## config.mk

```make
export PLATFORM = sky130hd
export DESIGN_NAME = lppi_ctrl
export DESIGN_NICKNAME = d
export VERILOG_FILES = /design/src/lppi_pkg.sv /design/src/lppi_ctrl.sv
export SDC_FILE = /design/constraint.sdc
export NUM_CORES = 1
export LEC_CHECK = 0
export ABC_CLOCK_PERIOD_IN_PS = 2400
export BUFFER_PORTS_ARGS = -buffer_cell sky130_fd_sc_hd__buf_2
export CORE_AREA = 3 3 40 42
export DETAILED_ROUTE_END_ITERATION = 10
export DIE_AREA = 0 0 43 45
export SKIP_CTS_REPAIR_TIMING = 1
export SLEW_MARGIN = 20
export SYNTH_ARGS = -nofsm -noshare
export SYNTH_HDL_FRONTEND = slang
export SYNTH_SLANG_ARGS = --single-unit
```

## constraint.sdc

```tcl
create_clock -name clk -period 2.4 [get_ports clk]
set_input_delay 0.24 -clock clk [delete_from_list [all_inputs] [get_ports clk]]
set_output_delay 0.24 -clock clk [all_outputs]
set_load 0.005 [all_outputs]
```

## src/lppi_pkg.sv

```systemverilog
// Package for the lattice predator-prey interaction block.
// Holds field widths, register reset values, request/outcome codes and the
// command/status structs shared by the controller and the datapath.
`default_nettype none

package lppi_pkg;

	// field widths
	localparam int CELL_W     = 3;
	localparam int CNT_W      = 17;
	localparam int PROB_W     = 17;
	localparam int MATRIX_W   = 25;
	localparam int DRAW_W     = 16;
	localparam int REQ_W      = 2;
	localparam int DIR_W      = 2;
	localparam int CRD_W      = 8;
	localparam int OUTCOME_W  = 3;
	localparam int CFG_IDX_W  = 2;
	localparam int CFG_DATA_W = 25;

	// counters kept: empty plus the five reported species
	localparam int NUM_CNT = 6;

	// parameter defaults
	localparam int DEF_ROWS    = 256;
	localparam int DEF_COLS    = 256;
	localparam int DEF_SPECIES = 5;

	// register reset values
	localparam logic [PROB_W-1:0]   MOB_RESET    = 17'd32768;
	localparam logic [PROB_W-1:0]   PRED_RESET   = 17'd16384;
	localparam logic [MATRIX_W-1:0] MATRIX_RESET = 25'd7989134;

	// configuration register indexes
	localparam logic [CFG_IDX_W-1:0] CFG_MOB    = 2'd0;
	localparam logic [CFG_IDX_W-1:0] CFG_PRED   = 2'd1;
	localparam logic [CFG_IDX_W-1:0] CFG_MATRIX = 2'd2;

	// request codes
	localparam logic [REQ_W-1:0] REQ_WRITE    = 2'd0;
	localparam logic [REQ_W-1:0] REQ_INTERACT = 2'd1;
	localparam logic [REQ_W-1:0] REQ_READ     = 2'd2;

	// neighbour directions
	localparam logic [DIR_W-1:0] DIR_ROW_INC = 2'd0;
	localparam logic [DIR_W-1:0] DIR_ROW_DEC = 2'd1;
	localparam logic [DIR_W-1:0] DIR_COL_INC = 2'd2;
	localparam logic [DIR_W-1:0] DIR_COL_DEC = 2'd3;

	// outcome codes
	localparam logic [OUTCOME_W-1:0] OUT_NONE  = 3'd0;
	localparam logic [OUTCOME_W-1:0] OUT_SWAP  = 3'd1;
	localparam logic [OUTCOME_W-1:0] OUT_PRED  = 3'd2;
	localparam logic [OUTCOME_W-1:0] OUT_REPRO = 3'd3;
	localparam logic [OUTCOME_W-1:0] OUT_EMPTY = 3'd4;

	// controller to datapath commands
	typedef struct packed {
		logic clr_wr;   // write one cell of the clearing pass
		logic load;     // capture an accepted item
		logic calc;     // form the active and neighbour addresses
		logic rd_pas;   // read the neighbour cell (else the active cell)
		logic cap_act;  // capture the active cell contents
		logic eval;     // decide the outcome and update the tallies
		logic wr_pas;   // write the neighbour cell if required
		logic wr_act;   // write the active cell if required
	} ctrl_cmd_t;

	// datapath to controller status
	typedef struct packed {
		logic clr_last; // clearing pass is on its last cell
	} ctrl_sts_t;

endpackage

`default_nettype wire

```

## src/lppi_ctrl.sv

```systemverilog
// Controller of the lattice block: sequences the clearing pass and the
// read, decide and write steps of one item. Uses lppi_pkg.
`default_nettype none

module lppi_ctrl (
	input  wire logic                  clk,
	input  wire logic                  arst_n,
	input  wire logic                  start,
	input  wire lppi_pkg::ctrl_sts_t   sts,
	output lppi_pkg::ctrl_cmd_t        cmd,
	output logic                       busy,
	output logic                       done
);
	import lppi_pkg::*;

	typedef enum logic [8:0] {
		ST_CLEAR = 9'b000000001,
		ST_IDLE  = 9'b000000010,
		ST_ADDR  = 9'b000000100,
		ST_RD_A  = 9'b000001000,
		ST_RD_P  = 9'b000010000,
		ST_EVAL  = 9'b000100000,
		ST_WR_P  = 9'b001000000,
		ST_WR_A  = 9'b010000000,
		ST_DONE  = 9'b100000000
	} state_t;

	state_t state_q, state_d;
	logic   accept;

	// a new item may enter when idle or while the last result is shown
	assign busy   = !(state_q == ST_IDLE || state_q == ST_DONE);
	assign done   = (state_q == ST_DONE);
	assign accept = start && !busy;

	// next state and commands
	always_comb begin
		state_d = state_q;
		cmd     = '0;
		case (state_q)
			ST_CLEAR: begin
				cmd.clr_wr = 1'b1;
				if (sts.clr_last) state_d = ST_IDLE;
			end
			ST_IDLE, ST_DONE: begin
				if (accept) begin
					cmd.load = 1'b1;
					state_d  = ST_ADDR;
				end else begin
					state_d = ST_IDLE;
				end
			end
			ST_ADDR: begin
				cmd.calc = 1'b1;
				state_d  = ST_RD_A;
			end
			ST_RD_A: begin
				state_d = ST_RD_P;
			end
			ST_RD_P: begin
				cmd.rd_pas  = 1'b1;
				cmd.cap_act = 1'b1;
				state_d     = ST_EVAL;
			end
			ST_EVAL: begin
				cmd.eval = 1'b1;
				state_d  = ST_WR_P;
			end
			ST_WR_P: begin
				cmd.wr_pas = 1'b1;
				state_d    = ST_WR_A;
			end
			ST_WR_A: begin
				cmd.wr_act = 1'b1;
				state_d    = ST_DONE;
			end
			default: begin
				state_d = ST_IDLE;
			end
		endcase
	end

	// state register; reset starts the clearing pass
	always_ff @(posedge clk or negedge arst_n) begin
		if (!arst_n) begin
			state_q <= ST_CLEAR;
		end else begin
			state_q <= state_d;
		end
	end

endmodule

`default_nettype wire

```

==> results of run 1 <==
[cell type report]
| class | count | share of cell area (%) |
|---|---|---|
| multi-input cells | 35 | 40.08 |
| flip-flops and latches | 9 | 37.22 |
| repair buffers | 14 | 12.27 |
| clock buffers | 4 | 4.294 |
| inverters | 5 | 3.067 |
| well taps | 15 | 3.067 |
[critical path, stage by stage (launching register included)]
cell and delay, ps:
sky130_fd_sc_hd__dfrtp_2 460, sky130_fd_sc_hd__or4_4 570, sky130_fd_sc_hd__or3_4 390, sky130_fd_sc_hd__nor4b_2 210
sky130_fd_sc_hd__buf_2 150
[where the power goes]
part	switching, mW	internal (mW)	leakage [nW]
sequential	0.0330	0.172	0.116
combinational	0.0885	0.0840	0.134
clock	0.0538	0.0641	0.0150
total	0.175	0.320	0.265
[logic make-up (layout without fill, tap and decap cells)]
logic type / count (synthesis) / after routing / share of synthesized area (%)
flip-flops: 9 / 9 / 45.48
XOR/XNOR: 1 / 1 / 1.759
buffers and inverters: 8 / 23 / 8.543
AO/OA/AOI/OAI: 7 / 7 / 9.298
AND/OR/NAND/NOR: 27 / 27 / 34.92
[metal layers]
metal | track usage [%] | share of wire (%)
met4 | 7.229 | 0
met3 | 3.586 | 3.8
met5 | 0 | 0
met1 | 16.75 | 49
met2 | 15.87 | 47
[layout by cell type (no fill, tap or decap), drive strengths merged, types with 3 or more instances in the layout]
cell    netlist  final
buf           3     13
clkbuf        0      4
dfrtp         8      8
inv           5      5
nand2b        3      3
nor2          4      4
nor4          5      5
nor4b         6      6
[worst paths after layout]
| check | startpoint | end | slack (ps) | depth (start not counted) |
|---|---|---|---|---|
| setup reg to reg | state_q[4] | state_q[4] | 580 | 3 |
| min in group asynchronous | arst_n | state_q[2] | 360 | 2 |
| setup / recovery | state_q[4] | cmd[5] | 130 | 4 |
| hold / removal | sts | state_q[0] | 110 | 2 |
| hold reg to reg | state_q[4] | state_q[8] | 550 | 1 |
| max in group asynchronous | arst_n | state_q[0] | 1790 | 2 |
[stage by stage]
stage | setup WS [ps] | cells | area, µm²
finish | 132.3 | 82 | 611.8
floorplan | 410.5 | 52 | 498.0
global placement | 345.1 | 77 | 558.0
detailed placement | 288.3 | 77 | 558.0
CTS | 3.058 | 81 | 584.3
global route | 8.252 | 82 | 611.8
==> metrics.log, run 1 <==
INFO  metric worst_pin_slew = 289.6 ps
INFO  metric setup-tns-final = 0 ps
INFO  metric synth_top_flop_cell = sky130_fd_sc_hd__dfrtp_1
INFO  metric largest_reg_flops = 9
INFO  metric multi_input_gate_area = 245.2 µm²
INFO  metric cts_max_path_buffers = 2
INFO  metric io_pins = 14
INFO  metric synth_top_cell_area_share = 40.20%
INFO  metric post_synth_inst_count = 52
INFO  metric synth_area_leaders = sky130_fd_sc_hd__dfrtp_1, sky130_fd_sc_hd__nor4b_1, sky130_fd_sc_hd__nor4_1
INFO  metric dp_hpwl = 688.1 µm
INFO  metric drv_slew = 0
INFO  metric placeableCoreArea = 0.001285 mm²
INFO  metric final.hold.worst_slack = 108.7 ps
INFO  metric synth.net_count = 56
INFO  metric critical_path_peak_fanout = 9
INFO  metric clk_root_buffer_cell = sky130_fd_sc_hd__clkbuf_4
INFO  metric fraction_of_the_yosys_area_taken_by_sequential_cells = 45.48%
INFO  metric syn-mean-instance-area = 9.577 µm²
INFO  metric timing.fmax = 441.0 MHz
INFO  metric number_of_nets_still_failing_antenna_checks_after_routing = 0
INFO  metric worst_setup_path_end_kind = output port
INFO  metric first_global_vias = 377
INFO  metric fp.dieArea = 0.001935 mm²
INFO  metric drv_cap = 0
INFO  metric power_leakage = 0.2646 nW
INFO  metric final_hold_viol_count = 0
INFO  metric worst_ep_required_time = 2160 ps
INFO  metric share_of_post_route_cells_with_drive_strength_above_1 = 32.84%
INFO  metric largest_voltage_drop_on_the_vdd_net = 443.2 µV
INFO  metric run_status = complete, no violations
INFO  metric port-buffer-count = 13
INFO  metric drt_drc_violations_left = 0
INFO  metric cts_made_buffers = 3
INFO  metric track_usage = 11.89%
INFO  metric sequential_cell_area = 227.7 µm²
INFO  metric report.power.total = 0.4953 mW
INFO  metric synth.cell_area = 498.0 µm²
INFO  metric asyncSetResetFlopFracSynth = 100.0%
INFO  metric hold_path.class = in2reg
INFO  metric tritoncts = done
INFO  metric drt_wl_total = 973 µm
INFO  metric top_regs = state_q: 9 flops
INFO  metric post-synth-top-count-cell = sky130_fd_sc_hd__dfrtp_1
INFO  metric number_of_antenna_violations_at_the_first_check_in_global_routing = 0
INFO  metric synthesis.yosys.warnings = 0
INFO  metric num-nets-final = 72
INFO  metric gp_routability_congestion = 0.6923
INFO  metric detail_route.first_pass.iterations = 2
INFO  metric initial_utilization = 38.75%
INFO  metric skew = 1.389 ps
INFO  metric synthDominantAreaCellType = sky130_fd_sc_hd__dfrtp_1
INFO  metric timing.final.crit_share = 94.49%
INFO  metric n_antenna_cell = 0
INFO  metric vias = 436
INFO  metric critical_path.startpoint_type = flip-flop
INFO  metric post-route-min-period = 2268 ps
INFO  metric rsz0062_at_grt = false
INFO  metric clk_pin_slew_worst_paths = 60 ps
INFO  metric area.growth.synth_to_final = 22.86%
INFO  metric critPathKind = reg2out
INFO  metric finish.utilization = 47.61%
INFO  metric avgViaCountPerCell = 5.317
INFO  metric grt_pass1_wl = 1669 µm
INFO  metric worstPathArrival = 2030 ps
INFO  metric grt_max_degree = 10
INFO  metric setup_viol = 0
INFO  metric slew_headroom = 80.42%
INFO  metric largest_register = state_q
INFO  metric number_of_flops_mapped_to_enable_cells_by_yosys = 0
INFO  metric power_per_cell_area = 809.6 mW/mm²
INFO  metric drtIter0Drc = 7
INFO  metric cts_sinks = 9
INFO  metric synth.distinct_cells = 23
INFO  metric overflow = 0
INFO  metric post_drt_wl_per_cell = 11.87 µm
INFO  metric cts.htree.levels = 1
INFO  metric yosys-top-cells-count = sky130_fd_sc_hd__dfrtp_1, sky130_fd_sc_hd__nor4b_1, sky130_fd_sc_hd__inv_1, sky130_fd_sc_hd__nor4_1, sky130_fd_sc_hd__nor2_1
INFO  metric die_width = 43 µm
INFO  metric synth_seq_cells = 9
INFO  metric clkLatencyLatePin = 260 ps
INFO  metric std_cell_rows = 13
INFO  metric die-height = 45 µm
INFO  metric num-fill-cells = 123
(Power assumes the default switching activity.)
==> inputs of run 2 (changes only) <==
Settings changed: PLACE_DENSITY_LB_ADDON from default to 0.2, TNS_END_PERCENT from default to 5.
==> metrics.log, run 2 (same netlist as run 1, synthesis figures left out) <==
INFO  metric first_global_vias = 389 (+3.2%)
INFO  metric clk_root_buffer_cell = sky130_fd_sc_hd__clkbuf_4
INFO  metric setup_viol = 0 (unchanged)
INFO  metric worst_pin_slew = 326.8 ps (+37.14 ps)
INFO  metric worst_path_dominant_cell_family = simple AND/OR/NAND/NOR gates
INFO  metric largest_register = state_q
INFO  metric cts_max_path_buffers = 2 (unchanged)
INFO  metric critical_path.startpoint_type = flip-flop
INFO  metric final_hold_viol_count = 0 (unchanged)
INFO  metric critPathKind = reg2out
INFO  metric avgViaCountPerCell = 5.476 (+3.0%)
INFO  metric num-nets-final = 72 (unchanged)
INFO  metric share_of_post_route_cells_with_drive_strength_above_1 = 31.34% (-1.5 points)
INFO  metric clk_pin_slew_worst_paths = 70 ps (about the same)
INFO  metric detail_route.first_pass.iterations = 4 (+2)
INFO  metric hold_path.class = in2reg
INFO  metric rsz0062_at_grt = false
INFO  metric layout.cells.most_common_list = sky130_fd_sc_hd__buf_2, sky130_fd_sc_hd__dfrtp_1, sky130_fd_sc_hd__nor4b_1
INFO  metric post_drt_wl_per_cell = 11.85 µm (-0.10%)
INFO  metric number_of_antenna_violations_at_the_first_check_in_global_routing = 0 (unchanged)
INFO  metric critical_path_peak_fanout = 9 (unchanged)
INFO  metric placeableCoreArea = 0.001285 mm² (unchanged)
INFO  metric fp.dieArea = 0.001935 mm² (unchanged)
INFO  metric cts_sinks = 9 (unchanged)
INFO  metric worst_setup_path_end_kind = output port
INFO  metric critical_path_buf_inv_count = 1 (unchanged)
INFO  metric worst_ep_required_time = 2160 ps (about the same)
INFO  metric largest_voltage_drop_on_the_vdd_net = 570.9 µV (+29%)
INFO  metric drtIter0Drc = 9 (+2)
INFO  metric worst_stage_delay_on_the_critical_path = 560 ps (about the same)
INFO  metric n_antenna_cell = 0 (unchanged)
INFO  metric power_per_cell_area = 806.8 mW/mm² (-0.35%)
INFO  metric initial_utilization = 38.75% (unchanged)
INFO  metric gp_routability_congestion = 0.7482 (+8.1%)
INFO  metric cts.htree.levels = 1 (unchanged)
INFO  metric grt_pass1_wl = 1814 µm (+8.7%)
INFO  metric worstPathArrival = 2060 ps (+30 ps)
INFO  metric setup-tns-final = 0 ps (unchanged)
INFO  metric vias = 449 (+3.0%)
INFO  metric clkLatencyLatePin = 260 ps (about the same)
INFO  metric report.power.total = 0.4855 mW (-2.0%)
INFO  metric post-route-min-period = 2298 ps (+30.37 ps)
INFO  metric die-height = 45 µm (unchanged)
INFO  metric dp_hpwl = 745.7 µm (+8.4%)
INFO  metric number_of_nets_still_failing_antenna_checks_after_routing = 0 (unchanged)
INFO  metric power_leakage = 0.2633 nW (-0.49%)
INFO  metric final_common_cell = sky130_fd_sc_hd__buf_2
INFO  metric track_usage = 12.81% (+0.92 points)
INFO  metric io_pins = 14 (unchanged)
INFO  metric finish.utilization = 46.84% (-0.78 points)
INFO  metric drt_drc_violations_left = 0 (unchanged)
INFO  metric std_cell_rows = 13 (unchanged)
INFO  metric timing.critical_path.slowest_stage_cell = sky130_fd_sc_hd__or4_4
INFO  metric port-buffer-count = 13 (unchanged)
INFO  metric num-fill-cells = 125 (+1.6%)
INFO  metric drv_cap = 0 (unchanged)
INFO  metric largest_reg_flops = 9 (unchanged)
INFO  metric slew_headroom = 78.17% (-2.3 points)
INFO  metric drv_slew = 0 (unchanged)
INFO  metric run_status = complete, no violations
INFO  metric skew = 5.423 ps (+4.034 ps)
INFO  metric area.growth.synth_to_final = 20.85%
INFO  metric die_width = 43 µm (unchanged)
INFO  metric top_regs = state_q: 9 flops
INFO  metric timing.fmax = 435.2 MHz (-1.3%)
INFO  metric crit_path_cell_trace = or4_4, or3_4, nor4b_1, buf_2
INFO  metric timing.final.crit_share = 95.75% (+1.3 points)
INFO  metric drt_wl_total = 972 µm (-0.10%)
INFO  metric tritoncts = done
INFO  metric overflow = 0 (unchanged)
INFO  metric cts_made_buffers = 3 (unchanged)
INFO  metric grt_max_degree = 10 (unchanged)
==> run 2: worst paths after layout <==
| kind | startpoint | endpoint | slack (ps) | cells after the start |
|---|---|---|---|---|
| min in group asynchronous | arst_n | state_q[3] | 350 | 2 |
| hold / removal | sts | state_q[0] | 110 | 2 |
| hold reg to reg | state_q[3] | state_q[3] | 550 | 1 |
| setup reg to reg | state_q[4] | state_q[0] | 620 | 3 |
| setup / recovery | state_q[4] | cmd[5] | 100 | 4 |
| max in group asynchronous | arst_n | state_q[0] | 1800 | 2 |
==> run 2: through the flow <==
stage	std cells	hold slack, ps	worst slack [ps]	cell area, µm²
global placement	77	106.3	348.9	558.0
global route	82	112.9	39.31	601.8
finish	82	113.8	102.0	601.8
floorplan	52	-55.59	410.5	498.0
CTS	81	-180.6	17.41	585.6
detailed placement	77	106.3	311.7	558.0
==> run 2: per-layer routing <==
metal,GRT usage [%],vias up,part of all wire (%)
met5,0,-,0
met4,7.229,0,2.0
met3,3.586,2,5.3
met2,17.07,13,43
met1,18.45,213,49
li1,-,221,-
==> run 2: area by class of cell <==
class	instances	area (µm²)	area share [%]
multi-input combinational	35	234.0	38.88
sequential	9	227.7	37.84
timing repair buffer	14	75.07	12.47
clock buffer	3	22.52	3.742
inverter	5	18.77	3.119
tap	15	18.77	3.119
clock inverter	1	5.005	0.8316
==> run 2: power by group <==
part | internal [mW] | switching [mW]
Sequential | 0.172 | 0.0301
Clock | 0.0616 | 0.0580
Combinational | 0.0781 | 0.0860
Total | 0.311 | 0.174
==> inputs of run 3 (changes only) <==
Settings changed: GPL_TIMING_DRIVEN from default to 0.
==> metrics.log, run 3 (same netlist as run 1, synthesis figures left out) <==
INFO  metric die_width = 43 µm (unchanged)
INFO  metric largest_register = state_q
INFO  metric post-route-min-period = 2327 ps (+28.65 ps)
INFO  metric io_pins = 14 (unchanged)
INFO  metric share_of_post_route_cells_with_drive_strength_above_1 = 36.99% (+5.6 points)
INFO  metric worstPathArrival = 2090 ps (+30 ps)
INFO  metric grt_pass1_wl = 1711 µm (-5.7%)
INFO  metric first_global_vias = 415 (+6.7%)
INFO  metric drv_slew = 0 (unchanged)
INFO  metric timing.final.crit_share = 96.95% (+1.2 points)
INFO  metric timing.fmax = 429.8 MHz (-1.2%)
INFO  metric power_leakage = 0.2992 nW (+14%)
INFO  metric area.growth.synth_to_final = 34.17%
INFO  metric slew_headroom = 77.96% (-0.21 points)
INFO  metric crit_path_cell_trace = or4_4, or3_4, buf_6, nor4b_4, buf_2
INFO  metric skew = 3.716 ps (-1.706 ps)
INFO  metric critical_path_peak_fanout = 6 (-3)
INFO  metric std_cell_rows = 13 (unchanged)
INFO  metric power_per_cell_area = 783.6 mW/mm² (-2.9%)
INFO  metric avgViaCountPerCell = 5.432 (-0.80%)
INFO  metric worst_setup_path_end_kind = output port
INFO  metric gp_routability_congestion = 0.7408 (-0.99%)
INFO  metric largest_voltage_drop_on_the_vdd_net = 476.4 µV (-17%)
INFO  metric placeableCoreArea = 0.001285 mm² (unchanged)
INFO  metric vias = 478 (+6.5%)
INFO  metric die-height = 45 µm (unchanged)
INFO  metric track_usage = 12.10% (-0.70 points)
INFO  metric tritoncts = done
INFO  metric critical_path.startpoint_type = flip-flop
INFO  metric clkLatencyLatePin = 260 ps (about the same)
INFO  metric cts_made_buffers = 3 (unchanged)
INFO  metric critical_path_buf_inv_count = 2 (+1)
INFO  metric grt_max_degree = 10 (unchanged)
INFO  metric layout.cells.most_common_list = sky130_fd_sc_hd__buf_2, sky130_fd_sc_hd__dfrtp_1, sky130_fd_sc_hd__nor4_1, sky130_fd_sc_hd__inv_1, sky130_fd_sc_hd__nor4b_1
INFO  metric final_hold_viol_count = 0 (unchanged)
INFO  metric num-nets-final = 78 (+8.3%)
INFO  metric worst_stage_delay_on_the_critical_path = 560 ps (about the same)
INFO  metric n_antenna_cell = 0 (unchanged)
INFO  metric reg2reg_from = state_q[6]
INFO  metric setup-tns-final = 0 ps (unchanged)
INFO  metric drt_drc_violations_left = 0 (unchanged)
INFO  metric clk_root_buffer_cell = sky130_fd_sc_hd__clkbuf_4
INFO  metric worst_path_dominant_cell_family = simple AND/OR/NAND/NOR gates
INFO  metric fp.dieArea = 0.001935 mm² (unchanged)
INFO  metric hold_path.startpoint = sts
INFO  metric postLayoutCellArea = 668.1 µm² (+11%)
INFO  metric cts_max_path_buffers = 2 (unchanged)
INFO  metric drt_wl_total = 1127 µm (+16%)
INFO  metric run_status = complete, no violations
INFO  metric drv_cap = 0 (unchanged)
INFO  metric cts.htree.levels = 1 (unchanged)
INFO  metric largest_reg_flops = 9 (unchanged)
INFO  metric num-fill-cells = 122 (-2.4%)
INFO  metric number_of_antenna_violations_at_the_first_check_in_global_routing = 0 (unchanged)
INFO  metric setup_viol = 0 (unchanged)
INFO  metric hold_path.class = in2reg
INFO  metric dp_hpwl = 732.8 µm (-1.7%)
INFO  metric post_dp_cell_area = 581.8 µm² (+4.3%)
INFO  metric detail_route.first_pass.iterations = 5 (+1)
INFO  metric post_drt_wl_per_cell = 12.81 µm (+8.0%)
INFO  metric cts_sinks = 9 (unchanged)
INFO  metric worst_ep_required_time = 2160 ps (about the same)
INFO  metric initial_utilization = 38.75% (unchanged)
INFO  metric clk_pin_slew_worst_paths = 60 ps (about the same)
INFO  metric drtIter0Drc = 17 (+8)
INFO  metric overflow = 0 (unchanged)
INFO  metric worst_pin_slew = 330.0 ps (+3.170 ps)
INFO  metric timing.critical_path.slowest_stage_cell = sky130_fd_sc_hd__or4_4
INFO  metric timing.critical_path.from = state_q[6]
INFO  metric top_regs = state_q: 9 flops
INFO  metric critPathKind = reg2out
INFO  metric final_common_cell = sky130_fd_sc_hd__buf_2
INFO  metric port-buffer-count = 13 (unchanged)
INFO  metric number_of_nets_still_failing_antenna_checks_after_routing = 0 (unchanged)
INFO  metric rsz0062_at_grt = false
==> run 3: cell count changes in the layout (fill, tap and decap cells not counted) <==
cell                       before  now
sky130_fd_sc_hd__buf_4          0    4
sky130_fd_sc_hd__buf_6          0    2
sky130_fd_sc_hd__clkbuf_1       0    1
sky130_fd_sc_hd__clkinv_2       1    0
sky130_fd_sc_hd__nor4b_1        6    5
sky130_fd_sc_hd__nor4b_4        0    1
==> run 3: cell type report <==
cell class / count / area, µm² / share of cell area (%)
flip-flops and latches: 9 / 227.7 / 34.08
clock buffers: 4 / 26.28 / 3.933
multi-input cells: 35 / 249.0 / 37.27
repair buffers: 17 / 97.59 / 14.61
plain buffers: 3 / 30.03 / 4.494
well taps: 15 / 18.77 / 2.809
inverters: 5 / 18.77 / 2.809
==> run 3: path summary, 6_finish.rpt <==
path / end / slack (ps) / depth (start not counted)
setup / recovery: cmd[5] / 70 / 5
hold / removal: state_q[0] / 110 / 2
setup reg to reg: state_q[3] / 580 / 4
hold reg to reg: state_q[8] / 500 / 1
max in group asynchronous: state_q[0] / 1800 / 2
min in group asynchronous: state_q[6] / 350 / 2
==> run 3: per-layer routing <==
metal	up-vias	track usage, %	wire length, µm
li1	235	-	-
met2	18	16.47	471
met3	9	2.789	55
met5	-	0	0
met4	0	9.036	53
met1	216	16.58	546
==> run 3: stage by stage <==
step	hold slack [ps]	total power, mW	setup WS (ps)	instances	utilization [%]
final	106.9	0.5236	73.30	88	52.00
after global routing	100.1	0.5639	3.298	88	52.00
after CTS	-179.0	0.4941	-24.17	84	47.32
after detailed placement	108.2	0.3719	262.4	80	45.28
after global placement	107.9	0.3687	294.4	80	45.28
after floorplan	-55.59	0.3169	410.5	52	-
==> run 3: where the power goes <==
part	total [mW]	leakage [nW]	internal, mW	switching, mW
sequential	0.203	0.116	0.172	0.0309
clock	0.121	0.0150	0.0643	0.0566
combinational	0.200	0.169	0.102	0.0987
total	0.524	0.299	0.337	0.186
